===== config.mk =====
export PLATFORM = sky130hd
export DESIGN_NAME = mctu_ctrl
export DESIGN_NICKNAME = d
export VERILOG_FILES = /design/src/monotone_cubic_tangent_engine_unit_macros.svh /design/src/mctu_pkg.sv /design/src/mctu_ctrl.sv
export SDC_FILE = /design/constraint.sdc
export NUM_CORES = 1
export LEC_CHECK = 0
export ABC_AREA = 1
export BUFFER_PORTS_ARGS = -buffer_cell sky130_fd_sc_hd__buf_4
export CAP_MARGIN = 40
export CORE_MARGIN = 2
export CORE_UTILIZATION = 53
export CTS_CLUSTER_SIZE = 24
export DETAILED_ROUTE_END_ITERATION = 16
export PLACE_DENSITY = 0.83
export SLEW_MARGIN = 20
export SYNTH_ARGS = -nofsm -noshare
export SYNTH_HDL_FRONTEND = slang
export SYNTH_SLANG_ARGS = --single-unit

===== constraint.sdc =====
create_clock -name clock -period 2.39 [get_ports clock]
set_input_delay 0.1195 -clock clock [delete_from_list [all_inputs] [get_ports clock]]
set_output_delay 0.1195 -clock clock [all_outputs]
set_load 0.1 [all_outputs]

===== src/monotone_cubic_tangent_engine_unit_macros.svh =====
// Assertion macros shared by the tangent engine.
`ifndef MONOTONE_CUBIC_TANGENT_ENGINE_UNIT_MACROS_SVH
`define MONOTONE_CUBIC_TANGENT_ENGINE_UNIT_MACROS_SVH

// Same-cycle implication, checked outside reset.
`define MCTU_ASSERT_NOW(label, clk, rst, ante, cons, msg) \
   label: assert property (@(posedge clk) disable iff (rst) (ante) |-> (cons)) \
      else $error(msg);

// Next-cycle implication, checked outside reset.
`define MCTU_ASSERT_NEXT(label, clk, rst, ante, cons, msg) \
   label: assert property (@(posedge clk) disable iff (rst) (ante) |=> (cons)) \
      else $error(msg);

`endif


===== src/mctu_pkg.sv =====
package mctu_pkg;

   // Fixed field geometry.
   localparam int CW     = 32;
   localparam int AXES   = 6;
   localparam int AX_W   = 3;
   localparam int DW     = CW + 1;
   localparam int MW     = CW + 4;
   localparam int PW     = 2 * MW;
   localparam int SQW    = 2 * CW;
   localparam int RW     = CW;
   localparam int DVW    = 2 * CW + 2;
   localparam int MDIG   = 8;
   localparam int MSTEPS = (MW + MDIG - 1) / MDIG;
   localparam int BPW    = MSTEPS * MDIG;
   localparam int MSW    = 3;
   localparam int DSW    = 7;
   localparam int SSW    = 5;

   typedef logic signed [CW-1:0] coord_type;
   typedef coord_type [AXES-1:0] row_type;

   typedef enum logic [4:0] {
      ST_IDLE, ST_AX_RD0, ST_AX_RD1, ST_AX_RD2, ST_SEG_RD, ST_SEG_M1, ST_EVAL,
      ST_MUL_AX, ST_MUL_YY, ST_CMP, ST_MUL_M0SQ, ST_MUL_M1SQ, ST_SQRT,
      ST_MUL_M0D, ST_DIV_M0, ST_MUL_M1D, ST_DIV_M1, ST_SEG_WR, ST_LAST_WR, ST_OUT
   } ctrl_state_type;

   typedef enum logic [3:0] {
      OP_NONE, OP_LOAD, OP_RD0, OP_RD1, OP_RD2, OP_SEGRD, OP_SEGM1, OP_EVAL,
      OP_SEGWR, OP_LASTWR, OP_OUT
   } dp_op_type;

   typedef enum logic [2:0] {
      MS_AX, MS_YY, MS_M0SQ, MS_M1SQ, MS_M0D, MS_M1D
   } mul_sel_type;

   typedef enum logic {
      DS_M0, DS_M1
   } div_sel_type;

   typedef struct packed {
      dp_op_type   op;
      logic        mul_run;
      mul_sel_type mul_sel;
      logic        div_run;
      div_sel_type div_sel;
      logic        sqrt_run;
   } dp_cmd_type;

   typedef struct packed {
      logic single;
      logic seg_more;
      logic flat;
      logic region;
      logic a_pos;
      logic lt;
      logic axis_last;
      logic out_last;
      logic mul_done;
      logic div_done;
      logic sqrt_done;
   } dp_stat_type;

endpackage


===== src/mctu_ctrl.sv =====
module mctu_ctrl (
   input  logic                  clock,
   input  logic                  reset,
   input  logic                  start,
   input  logic                  last_point,
   input  mctu_pkg::dp_stat_type stat,
   output mctu_pkg::dp_cmd_type  cmd,
   output logic                  busy
);

   mctu_pkg::ctrl_state_type state_ff, state_in;

   // Next state.
   always_comb begin
      state_in = state_ff;
      case (state_ff)
         mctu_pkg::ST_IDLE: begin
            if (start && last_point) begin
               state_in = mctu_pkg::ST_AX_RD0;
            end
         end
         mctu_pkg::ST_AX_RD0: state_in = mctu_pkg::ST_AX_RD1;
         mctu_pkg::ST_AX_RD1: begin
            state_in = stat.single ? mctu_pkg::ST_LAST_WR : mctu_pkg::ST_AX_RD2;
         end
         mctu_pkg::ST_AX_RD2: state_in = mctu_pkg::ST_SEG_RD;
         mctu_pkg::ST_SEG_RD: state_in = mctu_pkg::ST_SEG_M1;
         mctu_pkg::ST_SEG_M1: state_in = mctu_pkg::ST_EVAL;
         mctu_pkg::ST_EVAL: begin
            if (stat.flat || !stat.region) begin
               state_in = mctu_pkg::ST_SEG_WR;
            end else if (stat.a_pos) begin
               state_in = mctu_pkg::ST_MUL_AX;
            end else begin
               state_in = mctu_pkg::ST_MUL_M0SQ;
            end
         end
         mctu_pkg::ST_MUL_AX: begin
            if (stat.mul_done) state_in = mctu_pkg::ST_MUL_YY;
         end
         mctu_pkg::ST_MUL_YY: begin
            if (stat.mul_done) state_in = mctu_pkg::ST_CMP;
         end
         mctu_pkg::ST_CMP: begin
            state_in = stat.lt ? mctu_pkg::ST_MUL_M0SQ : mctu_pkg::ST_SEG_WR;
         end
         mctu_pkg::ST_MUL_M0SQ: begin
            if (stat.mul_done) state_in = mctu_pkg::ST_MUL_M1SQ;
         end
         mctu_pkg::ST_MUL_M1SQ: begin
            if (stat.mul_done) state_in = mctu_pkg::ST_SQRT;
         end
         mctu_pkg::ST_SQRT: begin
            if (stat.sqrt_done) state_in = mctu_pkg::ST_MUL_M0D;
         end
         mctu_pkg::ST_MUL_M0D: begin
            if (stat.mul_done) state_in = mctu_pkg::ST_DIV_M0;
         end
         mctu_pkg::ST_DIV_M0: begin
            if (stat.div_done) state_in = mctu_pkg::ST_MUL_M1D;
         end
         mctu_pkg::ST_MUL_M1D: begin
            if (stat.mul_done) state_in = mctu_pkg::ST_DIV_M1;
         end
         mctu_pkg::ST_DIV_M1: begin
            if (stat.div_done) state_in = mctu_pkg::ST_SEG_WR;
         end
         mctu_pkg::ST_SEG_WR: begin
            state_in = stat.seg_more ? mctu_pkg::ST_SEG_RD : mctu_pkg::ST_LAST_WR;
         end
         mctu_pkg::ST_LAST_WR: begin
            state_in = stat.axis_last ? mctu_pkg::ST_OUT : mctu_pkg::ST_AX_RD0;
         end
         mctu_pkg::ST_OUT: begin
            if (stat.out_last) state_in = mctu_pkg::ST_IDLE;
         end
         default: state_in = mctu_pkg::ST_IDLE;
      endcase
   end

   // Commands to the datapath.
   always_comb begin
      cmd.op       = mctu_pkg::OP_NONE;
      cmd.mul_run  = 1'b0;
      cmd.mul_sel  = mctu_pkg::MS_AX;
      cmd.div_run  = 1'b0;
      cmd.div_sel  = mctu_pkg::DS_M0;
      cmd.sqrt_run = 1'b0;
      busy         = (state_ff != mctu_pkg::ST_IDLE);
      case (state_ff)
         mctu_pkg::ST_IDLE: begin
            if (start) cmd.op = mctu_pkg::OP_LOAD;
         end
         mctu_pkg::ST_AX_RD0: cmd.op = mctu_pkg::OP_RD0;
         mctu_pkg::ST_AX_RD1: cmd.op = mctu_pkg::OP_RD1;
         mctu_pkg::ST_AX_RD2: cmd.op = mctu_pkg::OP_RD2;
         mctu_pkg::ST_SEG_RD: cmd.op = mctu_pkg::OP_SEGRD;
         mctu_pkg::ST_SEG_M1: cmd.op = mctu_pkg::OP_SEGM1;
         mctu_pkg::ST_EVAL:   cmd.op = mctu_pkg::OP_EVAL;
         mctu_pkg::ST_MUL_AX: begin
            cmd.mul_run = 1'b1;
            cmd.mul_sel = mctu_pkg::MS_AX;
         end
         mctu_pkg::ST_MUL_YY: begin
            cmd.mul_run = 1'b1;
            cmd.mul_sel = mctu_pkg::MS_YY;
         end
         mctu_pkg::ST_MUL_M0SQ: begin
            cmd.mul_run = 1'b1;
            cmd.mul_sel = mctu_pkg::MS_M0SQ;
         end
         mctu_pkg::ST_MUL_M1SQ: begin
            cmd.mul_run = 1'b1;
            cmd.mul_sel = mctu_pkg::MS_M1SQ;
         end
         mctu_pkg::ST_SQRT: cmd.sqrt_run = 1'b1;
         mctu_pkg::ST_MUL_M0D: begin
            cmd.mul_run = 1'b1;
            cmd.mul_sel = mctu_pkg::MS_M0D;
         end
         mctu_pkg::ST_DIV_M0: begin
            cmd.div_run = 1'b1;
            cmd.div_sel = mctu_pkg::DS_M0;
         end
         mctu_pkg::ST_MUL_M1D: begin
            cmd.mul_run = 1'b1;
            cmd.mul_sel = mctu_pkg::MS_M1D;
         end
         mctu_pkg::ST_DIV_M1: begin
            cmd.div_run = 1'b1;
            cmd.div_sel = mctu_pkg::DS_M1;
         end
         mctu_pkg::ST_SEG_WR:  cmd.op = mctu_pkg::OP_SEGWR;
         mctu_pkg::ST_LAST_WR: cmd.op = mctu_pkg::OP_LASTWR;
         mctu_pkg::ST_OUT:     cmd.op = mctu_pkg::OP_OUT;
         default: begin
         end
      endcase
   end

   always_ff @(posedge clock) begin
      if (reset) begin
         state_ff <= mctu_pkg::ST_IDLE;
      end else begin
         state_ff <= state_in;
      end
   end

endmodule


# Yosys cells after proc, flatten, opt, wreduce, memory -nomap -nowiden
# Index checks and enable logic that the tools add are counted.
# word_totals
regBits	5
latch_bits	0
mem_bits_rw	0
mem_bits_ro	0
inputBits	15
out_inout_bits	12
wordCells	60
mem_count	0
# classes
add_sub_neg	0
multipliers	0
div	0
order_cmp	0
n_eq_ne	30
shifts	0
muxes	23
bitwise	0
reduce_logical	6
# op_table
operator	count
$pmux 5 s20	1
$mux 5	16
$eq 5x4->1 const B	8
$pmux 4 s10	1
$pmux 4 s6	1
$ne 2x2->1 const B	11
$eq 5x3->1 const B	4
$eq 5x5->1 const B	4
$reduce_and 11->1	1
$eq 5x2->1 const B	2
$eq 5x1->1 const B	1
$logic_not 5->1	1
$reduce_bool 5->1	1
$mux 4	1
$pmux 2 s2	1
$mux 1	2
$logic_and 1x1->1	1
$logic_not 1->1	1
$logic_or 1x1->1	1

# Logic depth before layout (Yosys ltp)
# depth
word_depth	4
depth_mapped	12
ltp_nobuf	11

# Worst setup path before layout
# No wires, ideal clock.
# synth_timing
path_type	reg2out
from	reg state_ff[1]
to	out cmd[7] in the netlist's numbering
t_arrival_ps	3413
required_ps	2271
setup_slack_ps	-1143
path_stages_with_launch	4
n_path_buf	0
cell_sequence	dfxtp_1 nor2_2 nand3_1 o2111ai_1
# synth_rtl
element	line_no	rtl
start: declaration	mctu_ctrl.sv:11	mctu_pkg::ctrl_state_type state_ff, state_in;
start signal: assignment	mctu_ctrl.sv:143	state_ff <= mctu_pkg::ST_IDLE;
start signal: assignment	mctu_ctrl.sv:145	state_ff <= state_in;
end: declaration	mctu_ctrl.sv:7	output mctu_pkg::dp_cmd_type cmd,

==> impl_metrics.py <==
metrics = {
    "setup_path": {
        "worst-path-buf-inv": 3,
        "start_kind": "flip-flop",
        "crit_top_cell": "inv_1",
        "worstPathMaxFanout": 5,
        "crit_arrival_ns": 1.81,
        "end_kind": "output pin",
        "critPathMaxStageDelay_ns": 0.41,
        "cpMaxStageDelayCell": "dfxtp_1",
        "crit_family": "simple AND/OR/NAND/NOR gates",
        "cp.required_ns": 2.27,
        "cp_cell_sequence": "inv_1 > nor2_1 > nand3_1 > o211ai_1 > inv_1 > nand2_1 > buf_4",
        "reg2reg_slack_ns": 0.70,
        "path_class": "flip-flop to output pin",
    },
    "placed_design": {
        "portBuffers": 26,
        "placed_cell_area_mm2": 0.001010,
        "hpwlAfterDp_um": 1768,
        "dp.cells": 186,
        "post-place-ws_ns": 0.7234,
        "place_congestion": 0.9293,
    },
    "drt": {
        "final_antenna_net_count": 0,
        "avgViaCountPerCell": 5.532,
        "vias": 1051,
        "drc": 0,
        "firstDrtPassIters": 4,
        "wl_per_cell_um": 11.34,
        "wl_um": 2155,
        "drt_iter0_markers": 45,
    },
    "synthesis": {
        "synth_seq_cells": 5,
        "ys.warnings.count": 0,
        "syn-instance-count": 146,
        "syn-num-nets": 161,
        "syn_avg_cell_area_um2": 5.528,
        "ys_seq_area_share_pct": 12.40,
        "yosys.area.top_type": "nand2_1",
        "synth.cell_area_um2": 807.0,
        "yosys-top-cells-area": "nand2_1 18%, dfxtp_1 12%, inv_1 10%",
        "yosysTopAreaCellShare_pct": 17.67,
        "synth_cell_types": 26,
    },
    "power": {
        "power_mw": 1.408,
        "ir_worst_vdd_v": 0.0008618,
        "p_leak_nw": 0.5863,
        "power_per_cell_area_mw_per_mm2": 1359,
    },
    "global_routing": {
        "grt_max_degree": 17,
        "gr-total-overflow": 0,
        "grt_usage_pct": 25.00,
        "grt_pass1_wl_um": 3560,
        "grt_pass1_vias": 871,
        "grt_antenna_before_repair": 0,
    },
    "timing": {
        "worst_slack_ns": 0.4621,
        "tightestPinTransition_ns": 0.4318,
        "min_period_ns": 1.928,
        "whs_ns": 0.05211,
        "fin_skew_ns": 0.005494,
        "report.final.hold_viol_count": 0,
        "finalSetupViolCount": 0,
        "maxSlewHeadroom_pct": 71.18,
        "fin_crit_sh_pct": 80.66,
        "drv_slew": 0,
        "setup_tns_ns": 0,
        "fmax_mhz": 518.7,
        "rsz0062_at_grt": "false",
    },
    "clock_tree": {
        "cts-root-buf": "clkbuf_4",
        "clk_latency_ns": 0.25,
        "cts-buffers-inserted": 3,
        "path_clk_slew_ns": 0.05,
        "cts.sinks": 5,
        "cts_setup_buffers": 0,
        "clock_path_buffers": 2,
        "ctsHoldBuffers": 0,
        "h-tree-depth": 1,
        "cts_resized": 0,
        "cts_tree": "done",
    },
    "flow_run": {
        "max_cap_viol_count": 0,
    },
    "cells_and_area": {
        "largest_reg_flops": 5,
        "stdcell_area_mm2": 0.001036,
        "final_common_cell": "nand2_1",
        "reg_top3": "state_ff: 5 flops",
        "fill_cells": 134,
        "layout_common_cells": "38 x nand2_1, 26 x buf_4, 22 x inv_1",
        "antenna_cells": 0,
        "fin_cells": 190,
        "area_growth_pct": 28.37,
        "drive_gt1_share_pct": 29.31,
        "final_util_pct": 70.41,
        "regMostFlops": "state_ff",
        "layout.nets": 190,
    },
    "floorplanning": {
        "die_y_um": 43.02,
        "core.rowCount": 14,
        "num_io_pins": 27,
        "core-area_mm2": 0.001471,
        "die_w_um": 43.02,
        "dieArea_mm2": 0.001851,
        "initial_core_util_pct": 54.85,
    },
    "run_status": {
        "outcome": "finished clean",
    },
    "min_path": {
        "hold_class": "input pin to flip-flop",
    },
}
[final cells by class]
class	count	area [um^2]	share of cell area (%)
Clock buffer	4	26.28	2.536
Inverter	26	101.3	9.783
Multi-Input combinational cell	113	593.1	57.25
Sequential cell	5	100.1	9.662
Tap cell	16	20.02	1.932
Timing Repair Buffer	26	195.2	18.84
[report_power, final]
part | switching, mW | internal [mW]
Clock | 0.0364 | 0.0632
Combinational | 0.880 | 0.269
Sequential | 0.0502 | 0.110
[metal layers]
layer	wire, um	track usage (%)
met5	0	0
met1	905	34.54
met3	181	6.383
met2	1053	40.00
met4	15	3.636
[synth_stat cells]
cell       count
nand2_4        1
nor2_2         6
nor2_1        20
a31oi_1        1
o22ai_1        1
buf_6          2
nand2_1       38
nand4_1        8
clkinv_2       1
inv_4          1
nor2_4         3
nand3_1       15
dfxtp_1        5
o21ai_1        2
o21ai_0        4
nand3_2        1
nor2_8         1
inv_1         22
inv_2          2
o211ai_1       1
nand4_2        1
o31ai_1        1
a21oi_1        3
o2111ai_1      1
nand3b_1       2
nand2_2        3
[final timing paths]
path                                                from                        to  cells past startpoint
worst min-delay path                               reset  state_ff[3]$_SDFFE_PP0P_                      2
worst max register to register  state_ff[3]$_SDFFE_PP0P_  state_ff[3]$_SDFFE_PP0P_                     10
worst min register to register  state_ff[0]$_SDFFE_PP0P_  state_ff[0]$_SDFFE_PP0P_                      2
worst max-delay path            state_ff[0]$_SDFFE_PP0P_                    cmd[9]                      7
[kinds of logic (layout without fill, tap and decap cells)]
group	count (synthesis)	in the layout	share of synthesized area, %
and+or+nand+nor	99	99	62.17
buffers and inverters	28	56	15.35
AOI/OAI and AO/OA	14	14	10.08
DFF	5	5	12.40
Power figures use the tool's default switching activity.
